--- config.mk ---
export PLATFORM = sky130hd
export DESIGN_NAME = float32_square_root_flat
export DESIGN_NICKNAME = d
export VERILOG_FILES = /design/src/hw/rtl/fsq_pkg.sv /design/src/hw/rtl/fsq_operand_if.sv /design/src/hw/rtl/fsq_root_if.sv /design/src/hw/rtl/fsq_norm.sv /design/src/hw/rtl/fsq_root_unit.sv /design/src/hw/rtl/float32_square_root.sv /design/src/flat_wrapper.sv
export SDC_FILE = /design/constraint.sdc
export NUM_CORES = 1
export LEC_CHECK = 0
export BUFFER_PORTS_ARGS = -buffer_cell sky130_fd_sc_hd__buf_2
export CAP_MARGIN = 20
export CORE_ASPECT_RATIO = 2
export CORE_MARGIN = 3
export CORE_UTILIZATION = 56
export DETAILED_ROUTE_END_ITERATION = 6
export MAX_ROUTING_LAYER = met4
export PLACE_DENSITY = 0.78
export SLEW_MARGIN = 20
export SYNTH_ARGS = -nofsm -noshare
export SYNTH_HDL_FRONTEND = slang
export SYNTH_SLANG_ARGS = --single-unit
--- constraint.sdc ---
create_clock -name clk -period 4.1 [get_ports clk]
set_input_delay 0.205 -clock clk [delete_from_list [all_inputs] [get_ports clk]]
set_output_delay 0.205 -clock clk [all_outputs]
set_load 0.02 [all_outputs]
--- src/hw/rtl/fsq_pkg.sv ---
package fsq_pkg;

    localparam logic [31:0] ABS_MASK  = 32'h7fff_ffff;
    localparam logic [31:0] INF_BITS  = 32'h7f80_0000;
    localparam logic [31:0] QNAN      = 32'h7fc0_0000;
    localparam logic [31:0] HALF_BIAS = 32'h3f00_0000;
    localparam logic [8:0]  EXP_BIAS  = 9'd127;

    localparam int FRAC_W = 23;
    localparam int SIG_W  = 24;   // significand with hidden bit
    localparam int DIG_W  = 25;   // root digits, one per iteration
    localparam int ROOT_W = 26;   // root plus room for the round carry
    localparam int ACC_W  = 27;   // twice the partial root
    localparam int REM_W  = 28;   // partial remainder

    typedef struct packed {
        logic load;
        logic shift;
    } fsq_norm_ctl_t;

    typedef struct packed {
        logic load;
        logic step;
        logic round;
    } fsq_root_ctl_t;

endpackage

--- src/hw/rtl/fsq_operand_if.sv ---
interface fsq_operand_if;
    logic        valid;
    logic        ready;
    logic [31:0] operand_bits;

    modport source (output valid, output operand_bits, input ready);
    modport sink   (input valid, input operand_bits, output ready);
endinterface

--- src/hw/rtl/fsq_root_if.sv ---
interface fsq_root_if;
    logic        valid;
    logic        ready;
    logic [31:0] root_bits;

    modport source (output valid, output root_bits, input ready);
    modport sink   (input valid, input root_bits, output ready);
endinterface

--- src/hw/rtl/fsq_norm.sv ---
// Subnormal normalizer: one left shift per cycle until the hidden bit is set.
module fsq_norm (
    input  logic                                clk,
    input  logic                                rst_n,
    input  fsq_pkg::fsq_norm_ctl_t              ctl,
    input  logic [31:0]                         operand_bits,
    output logic [fsq_pkg::SIG_W-1:0]           sig,
    output logic [8:0]                          exp_b,
    output logic                                normalized
);
    import fsq_pkg::*;

    logic [SIG_W-1:0] sig_reg, sig_next;
    logic [8:0]       exp_reg, exp_next;   // biased exponent, two's complement
    logic [7:0]       exp_field;
    logic [FRAC_W-1:0] frac;

    assign exp_field = operand_bits[30:23];
    assign frac      = operand_bits[FRAC_W-1:0];

    always_comb
    begin
        sig_next = sig_reg;
        exp_next = exp_reg;
        if (ctl.load)
        begin
            if (exp_field == 8'd0)
            begin
                sig_next = {1'b0, frac};
                exp_next = 9'd1;
            end
            else
            begin
                sig_next = {1'b1, frac};
                exp_next = {1'b0, exp_field};
            end
        end
        else if (ctl.shift)
        begin
            sig_next = {sig_reg[SIG_W-2:0], 1'b0};
            exp_next = exp_reg - 9'd1;
        end
    end

    always_ff @(posedge clk or negedge rst_n)
    begin
        if (!rst_n)
        begin
            sig_reg <= '0;
            exp_reg <= '0;
        end
        else
        begin
            sig_reg <= sig_next;
            exp_reg <= exp_next;
        end
    end

    assign sig        = sig_reg;
    assign exp_b      = exp_reg;
    assign normalized = sig_reg[SIG_W-1];

endmodule

--- src/hw/rtl/fsq_root_unit.sv ---
// Restoring digit-by-digit root around one shared subtractor.
// The same subtractor does the round-up (root - (-1)) after the last digit.
module fsq_root_unit (
    input  logic                                clk,
    input  logic                                rst_n,
    input  fsq_pkg::fsq_root_ctl_t              ctl,
    input  logic [fsq_pkg::ROOT_W-1:0]          init_rem,
    output logic [fsq_pkg::ROOT_W-1:0]          root,
    output logic                                last_digit
);
    import fsq_pkg::*;

    logic [REM_W-1:0]  rem_reg, rem_next;
    logic [ACC_W-1:0]  acc_reg, acc_next;
    logic [ROOT_W-1:0] root_reg, root_next;
    logic [DIG_W-1:0]  bit_reg, bit_next;

    logic [ACC_W-1:0]  trial;
    logic [REM_W-1:0]  sub_a, sub_b;
    logic [REM_W:0]    diff;
    logic              rnd_up;

    // acc only holds bits above the current digit, so OR is the add
    assign trial  = acc_reg | {2'b00, bit_reg};
    assign rnd_up = (rem_reg != '0) && root_reg[0];

    always_comb
    begin
        if (ctl.round)
        begin
            sub_a = {2'b00, root_reg};
            sub_b = rnd_up ? '1 : '0;
        end
        else
        begin
            sub_a = rem_reg;
            sub_b = {1'b0, trial};
        end
    end

    assign diff = {1'b0, sub_a} - {1'b0, sub_b};

    always_comb
    begin
        rem_next  = rem_reg;
        acc_next  = acc_reg;
        root_next = root_reg;
        bit_next  = bit_reg;
        if (ctl.load)
        begin
            rem_next  = {2'b00, init_rem};
            acc_next  = '0;
            root_next = '0;
            bit_next  = {1'b1, {(DIG_W-1){1'b0}}};
        end
        else if (ctl.step)
        begin
            bit_next = {1'b0, bit_reg[DIG_W-1:1]};
            if (!diff[REM_W])
            begin
                rem_next  = {diff[REM_W-2:0], 1'b0};
                acc_next  = acc_reg | {1'b0, bit_reg, 1'b0};
                root_next = root_reg | {1'b0, bit_reg};
            end
            else
            begin
                rem_next = {rem_reg[REM_W-2:0], 1'b0};
            end
        end
        else if (ctl.round)
        begin
            root_next = diff[ROOT_W-1:0];
        end
    end

    always_ff @(posedge clk or negedge rst_n)
    begin
        if (!rst_n)
        begin
            rem_reg  <= '0;
            acc_reg  <= '0;
            root_reg <= '0;
            bit_reg  <= '0;
        end
        else
        begin
            rem_reg  <= rem_next;
            acc_reg  <= acc_next;
            root_reg <= root_next;
            bit_reg  <= bit_next;
        end
    end

    assign root       = root_reg;
    assign last_digit = bit_reg[0];

endmodule

--- src/hw/rtl/float32_square_root.sv ---
// Channel   Dir   Payload              Transfer
// operand   in    operand_bits [31:0]  valid && ready
// root      out   root_bits    [31:0]  valid && ready
//
// Normal operand: after the operand transfer come the normalize check,
// 25 root digits, the round on the shared subtractor and the pack; then root is valid.
// Subnormal operand: 1 to 23 normalizing left shifts come before the root digits.
// Zero, negative, infinity, NaN: root valid the cycle after the transfer.
// One item at a time: ready is high only while idle; a new operand is taken
// the cycle after the root transfer. Reset returns to idle with no result pending.
module float32_square_root (
    input  logic          clk,
    input  logic          rst_n,
    fsq_operand_if.sink   operand,
    fsq_root_if.source    root
);
    import fsq_pkg::*;

    typedef enum logic [2:0] {
        S_IDLE,
        S_NORM,
        S_ROOT,
        S_ROUND,
        S_PACK,
        S_OUT
    } state_t;

    state_t        state_reg;
    logic          out_valid_reg;
    logic [31:0]   out_data_reg;
    logic [7:0]    eh_reg;          // floor(e / 2), signed

    fsq_norm_ctl_t norm_ctl;
    fsq_root_ctl_t root_ctl;

    logic [SIG_W-1:0]  sig;
    logic [8:0]        exp_b;
    logic              normalized;
    logic [8:0]        e_unb;
    logic [ROOT_W-1:0] init_rem;
    logic [ROOT_W-1:0] root_val;
    logic              last_digit;
    logic              accept;
    logic              is_zero;
    logic              is_nan;
    logic [31:0]       packed_bits;

    assign accept  = operand.valid && operand.ready;
    assign is_zero = (operand.operand_bits & ABS_MASK) == '0;
    assign is_nan  = operand.operand_bits >= INF_BITS;

    fsq_norm u_norm (
        .clk          (clk),
        .rst_n        (rst_n),
        .ctl          (norm_ctl),
        .operand_bits (operand.operand_bits),
        .sig          (sig),
        .exp_b        (exp_b),
        .normalized   (normalized)
    );

    // odd exponent doubles the significand; both cases then double once more
    assign e_unb    = exp_b - EXP_BIAS;
    assign init_rem = e_unb[0] ? {sig, 2'b00} : {1'b0, sig, 1'b0};

    fsq_root_unit u_root (
        .clk        (clk),
        .rst_n      (rst_n),
        .ctl        (root_ctl),
        .init_rem   (init_rem),
        .root       (root_val),
        .last_digit (last_digit)
    );

    assign packed_bits = {7'd0, root_val[ROOT_W-1:1]} + HALF_BIAS
                       + {{1{eh_reg[7]}}, eh_reg, 23'd0};

    always_comb
    begin
        norm_ctl.load  = accept && !is_zero && !is_nan;
        norm_ctl.shift = (state_reg == S_NORM) && !normalized;
        root_ctl.load  = (state_reg == S_NORM) && normalized;
        root_ctl.step  = (state_reg == S_ROOT);
        root_ctl.round = (state_reg == S_ROUND);
    end

    always_ff @(posedge clk or negedge rst_n)
    begin
        if (!rst_n)
        begin
            state_reg     <= S_IDLE;
            out_valid_reg <= 1'b0;
            out_data_reg  <= '0;
            eh_reg        <= '0;
        end
        else
        begin
            case (state_reg)
                S_IDLE:
                begin
                    if (accept)
                    begin
                        if (is_zero)
                        begin
                            out_data_reg  <= operand.operand_bits;
                            out_valid_reg <= 1'b1;
                            state_reg     <= S_OUT;
                        end
                        else if (is_nan)
                        begin
                            out_data_reg  <= QNAN;
                            out_valid_reg <= 1'b1;
                            state_reg     <= S_OUT;
                        end
                        else
                        begin
                            state_reg <= S_NORM;
                        end
                    end
                end
                S_NORM:
                begin
                    if (normalized)
                    begin
                        eh_reg    <= e_unb[8:1];
                        state_reg <= S_ROOT;
                    end
                end
                S_ROOT:
                begin
                    if (last_digit)
                    begin
                        state_reg <= S_ROUND;
                    end
                end
                S_ROUND:
                begin
                    state_reg <= S_PACK;
                end
                S_PACK:
                begin
                    out_data_reg  <= packed_bits;
                    out_valid_reg <= 1'b1;
                    state_reg     <= S_OUT;
                end
                S_OUT:
                begin
                    if (root.ready)
                    begin
                        out_valid_reg <= 1'b0;
                        state_reg     <= S_IDLE;
                    end
                end
                default:
                begin
                    out_valid_reg <= 1'b0;
                    state_reg     <= S_IDLE;
                end
            endcase
        end
    end

    assign operand.ready  = (state_reg == S_IDLE);
    assign root.valid     = out_valid_reg;
    assign root.root_bits = out_data_reg;

    a_no_overlap: assert property (@(posedge clk) disable iff (!rst_n)
        !(operand.ready && root.valid))
        else $error("operand taken while a root is pending");

    a_busy_after_take: assert property (@(posedge clk) disable iff (!rst_n)
        accept |=> !operand.ready)
        else $error("ready right after an operand transfer");

    a_nan_fast: assert property (@(posedge clk) disable iff (!rst_n)
        (accept && is_nan && !is_zero) |=> (root.valid && root.root_bits == QNAN))
        else $error("special operand did not give quiet NaN");

    a_root_needs_norm: assert property (@(posedge clk) disable iff (!rst_n)
        (state_reg == S_ROOT) |-> normalized)
        else $error("root digits started on unnormalized significand");

endmodule

--- src/flat_wrapper.sv ---
// flat-port wrapper written by rule: the top's interface ports become plain ports
module float32_square_root_flat import fsq_pkg::*;
  (clk, rst_n, operand_valid, operand_operand_bits, operand_ready, root_valid, root_root_bits, root_ready);
  fsq_operand_if operand_i ();
  fsq_root_if root_i ();
  input  logic clk;
  input  logic rst_n;
  input wire logic [$bits(operand_i.valid)-1:0] operand_valid;
  input wire logic [$bits(operand_i.operand_bits)-1:0] operand_operand_bits;
  output wire logic [$bits(operand_i.ready)-1:0] operand_ready;
  output wire logic [$bits(root_i.valid)-1:0] root_valid;
  output wire logic [$bits(root_i.root_bits)-1:0] root_root_bits;
  input wire logic [$bits(root_i.ready)-1:0] root_ready;
  assign operand_i.valid = operand_valid;
  assign operand_i.operand_bits = operand_operand_bits;
  assign operand_ready = operand_i.ready;
  assign root_valid = root_i.valid;
  assign root_root_bits = root_i.root_bits;
  assign root_i.ready = root_ready;
  float32_square_root u_core (.clk(clk), .rst_n(rst_n), .operand(operand_i), .root(root_i));
endmodule
==> impl_results.md <==
* Max reg flops at 32
* Top FF cell, synth: dfrtp_1
* Fmax at 255 MHz
* WP buf/inv at 3
* Slew HR at 24.3%
* Final setup violation count at 0
* First-pass GRT wire length at 55100 µm
* Initial antenna violation count at 0
* Flops & latches, synth at 180
* Crit path kind: flip-flop to flip-flop
* Remaining global-route overflow at 0
* Number of setup buffers added after CTS at 0
* WHS Path Cells at 3
* Reg-to-reg slack, setup at 0.18 ns
* Die H at 202 µm
* Initial DRC Count at 667
* N_diodes at 0
* Register area share after synthesis at 41.7%
* Clock Pin Slew Worst Setup and Hold Paths at 0.08 ns
* Worst Hold Class: primary input to flip-flop
* Vias in the first global route at 10347
* Htree depth at 4
* Post-synth net total at 1280
* Root Buffer: clkbuf_16
* Fin Setup TNS at 0 ns
* Worst r2r dst: u_core.u_root.rem_reg[17]
* DP HPWL at 25200 µm
* CTS Buffer Depth at 2
* Starting Density at 57.1%
* Pin count of the biggest net entering global routing at 95
* Number of remaining DRC errors at 0
* Slowest CP cell: dfrtp_1
* Vias/cell at 6.43
* Router iterations before antenna repair at 5
* DIE WIDTH at 104 µm
* Max-slew violation count at 0
* Synthesized area at 0.0108 mm²
* I/O pins at 70
* Remaining antenna violation count after routing at 0
* Final net count at 1417
* Die ar. at 0.0211 mm²
* Worst Skew at 0.0146 ns
* Clock Latency Late Sink at 0.45 ns
* Num Clock Sinks at 180
* CP Launch Type: flip-flop
* Crit path time final at 3.92 ns
* Reg-to-Reg Start: u_core.u_root.rem_reg[22]
* Crit-path max FO at 23
* CP arrival at 4.26 ns
* RSZ-0062 raised after global routing: false
* Fin crit share at 95.6%
* Average wire per standard cell at 21.2 µm
* Endpoint class of the critical path: flip-flop
* RePlAce Congestion at 0.962
* Syn Area/Cell at 8.97 µm²
* Layout area overhead at 19.4%
* Synth Instances at 1205
* CP required at 4.44 ns
* Yosys warning total at 0
* Share of cells above drive strength 1 at 19.1%
* Cell mode on critical path: buf_4
* Distinct cell type count after synthesis at 81
* Final hold viol count at 0
* Max-cap violations at 0
* Worst r2r path cells at 16
* FF+latch area at 0.00450 mm²
* Async S/R FF share, synth at 100%
* CP top delay family: compound AO/OA/AOI/OAI gates
* EDFF count, synth at 0
* Outcome: finished clean
* Rows at 71
* Worst Hold End: u_core.u_norm.sig[15]
* Total CTS buffers at 17
* Core area at 0.0189 mm²
* Slew of the pin with the lowest slew margin at 1.13 ns
* I/O Buffers at 69
* Hold Startpoint: operand_operand_bits[15]
* Area of the multi-input gates at 0.00596 mm²
* # fillers at 1534
* Crit path cell chain: nor4_1 -> nand3_1 -> o21ai_1 -> nand2_1 -> buf_12 -> o31ai_1 -> ha_1 -> a211oi_2 -> o21ai_2 -> o2111ai_4 -> buf_4 -> a21oi_1 -> xnor2_1 -> a2111oi_1 -> buf_4 -> a311o_1
* Total track usage at 34.1%
* Max incr delay on CP at 0.42 ns
* CTS tree: built
* Routed wire length at 34100 µm
* Via count at 10355
[worst max-delay path by stage]
stage / endpoint / slack (ns) / cells after the start / start
floorplan: u_core.u_root.root[0] / 0.18 / 17 / u_core.state_reg[2]
global placement: u_core.u_root.rem_reg[17] / 0.19 / 17 / u_core.u_root.rem_reg[20]
detailed placement: u_core.u_root.rem_reg[17] / 0.10 / 17 / u_core.u_root.rem_reg[20]
CTS: u_core.u_root.rem_reg[17] / 0.08 / 17 / u_core.u_root.rem_reg[20]
global route: u_core.u_root.rem_reg[6] / 0.006 / 17 / u_core.u_root.rem_reg[20]
finish: u_core.u_root.rem_reg[17] / 0.18 / 16 / u_core.u_root.rem_reg[22]
[cell type report]
type,instances,area share [%]
Sequential cell,180,34.9
Inverter,26,0.756
Timing Repair Buffer,200,11.1
Clock buffer,21,3.41
Multi-Input combinational cell,917,46.2
Tap cell,255,2.47
Clock inverter,11,1.16
[routing by layer]
layer	wire length, µm	vias up	part of all wire (%)	GRT usage (%)
met5	0	-	0	-
met4	2440	0	7.1	22.3
met3	1620	136	4.7	4.86
met2	17500	406	51	57.7
met1	12600	5043	37	37.3
li1	-	4770	-	-
[placed cells by master (no fill, tap or decap), types with 15 or more instances in the layout]
cell | Yosys | final
a31oi_1 | 15 | 15
nor3_1 | 20 | 18
dfrtp_1 | 180 | 180
a22o_1 | 43 | 43
o31ai_1 | 30 | 30
mux2i_1 | 23 | 23
a311o_1 | 18 | 18
nand2_1 | 232 | 230
buf_4 | 0 | 115
buf_2 | 14 | 68
nor2_1 | 59 | 59
a21oi_1 | 76 | 75
ha_1 | 37 | 37
inv_1 | 24 | 24
xnor2_1 | 19 | 19
a22oi_1 | 23 | 23
nand3_1 | 27 | 27
clkbuf_16 | 0 | 17
o21ai_0 | 70 | 69
[stage by stage]
| stage | util [%] | instance area, µm² | setup WS, ns | std cells | hold slack (ns) |
|---|---|---|---|---|---|
| floorplan | - | 10800 | 0.185 | 1205 | -0.0906 |
| global placement | 64.1 | 12100 | 0.186 | 1566 | 0.308 |
| detailed placement | 64.3 | 12200 | 0.101 | 1567 | 0.313 |
| CTS | 68.0 | 12900 | 0.0755 | 1610 | 0.000813 |
| global route | 68.2 | 12900 | 0.00594 | 1610 | 0.0220 |
| finish | 68.2 | 12900 | 0.180 | 1610 | 0.0124 |
[kinds of logic after synthesis]
| group | synth area share (%) |
|---|---|
| AOI/OAI and AO/OA | 28.2 |
| xor gates and xnor gates | 2.68 |
| adders and majority gates | 4.66 |
| buffers and inverters | 4.05 |
| DFF | 41.7 |
| muxes | 2.24 |
| and+or+nand+nor | 16.5 |
[worst min-delay path: cells and delay by family]
family          cells  cell delay, ns
compound gates      1            0.07
simple gates        1            0.05
buf+inv             1            0.09
[synthesized netlist by cell type, drive strengths merged (3+ instances only)]
library cell | count | area (µm²)
a2111oi | 14 | 129
a211oi | 9 | 67.6
a21boi | 5 | 60.1
a21o | 10 | 75.1
a21oi | 76 | 380
a221o | 6 | 60.1
a221oi | 4 | 53.8
a22o | 43 | 377
a22oi | 23 | 173
a311o | 18 | 180
a311oi | 13 | 120
a31oi | 16 | 106
and2 | 7 | 43.8
and3 | 6 | 37.5
buf | 25 | 126
clkbuf | 57 | 214
dfrtp | 180 | 4500
ha | 37 | 463
inv | 26 | 97.6
mux2i | 23 | 230
nand2 | 232 | 871
nand3 | 27 | 135
nand4 | 8 | 50.1
nor2 | 60 | 228
nor2b | 3 | 18.8
nor3 | 21 | 110
nor4 | 17 | 106
o2111ai | 5 | 61.3
o211ai | 7 | 52.6
o21a | 14 | 105
o21ai | 75 | 383
o21bai | 6 | 45.0
o221a | 4 | 45.0
o221ai | 7 | 61.3
o22a | 5 | 43.8
o22ai | 5 | 31.3
o311ai | 3 | 26.3
o31ai | 30 | 225
or3 | 10 | 62.6
xnor2 | 19 | 166
xor2 | 14 | 123
[repair_timing]
action | 4_1_cts | 5_1_grt
hold buffers | 11 | 0
setup endpoints to repair | 0 | 31
resized for setup | 0 | 9
hold endpoints to repair | 90 | 0
Power is not shown: default switching activity piles up to over one toggle a cycle in this logic, so the estimate is an artifact.
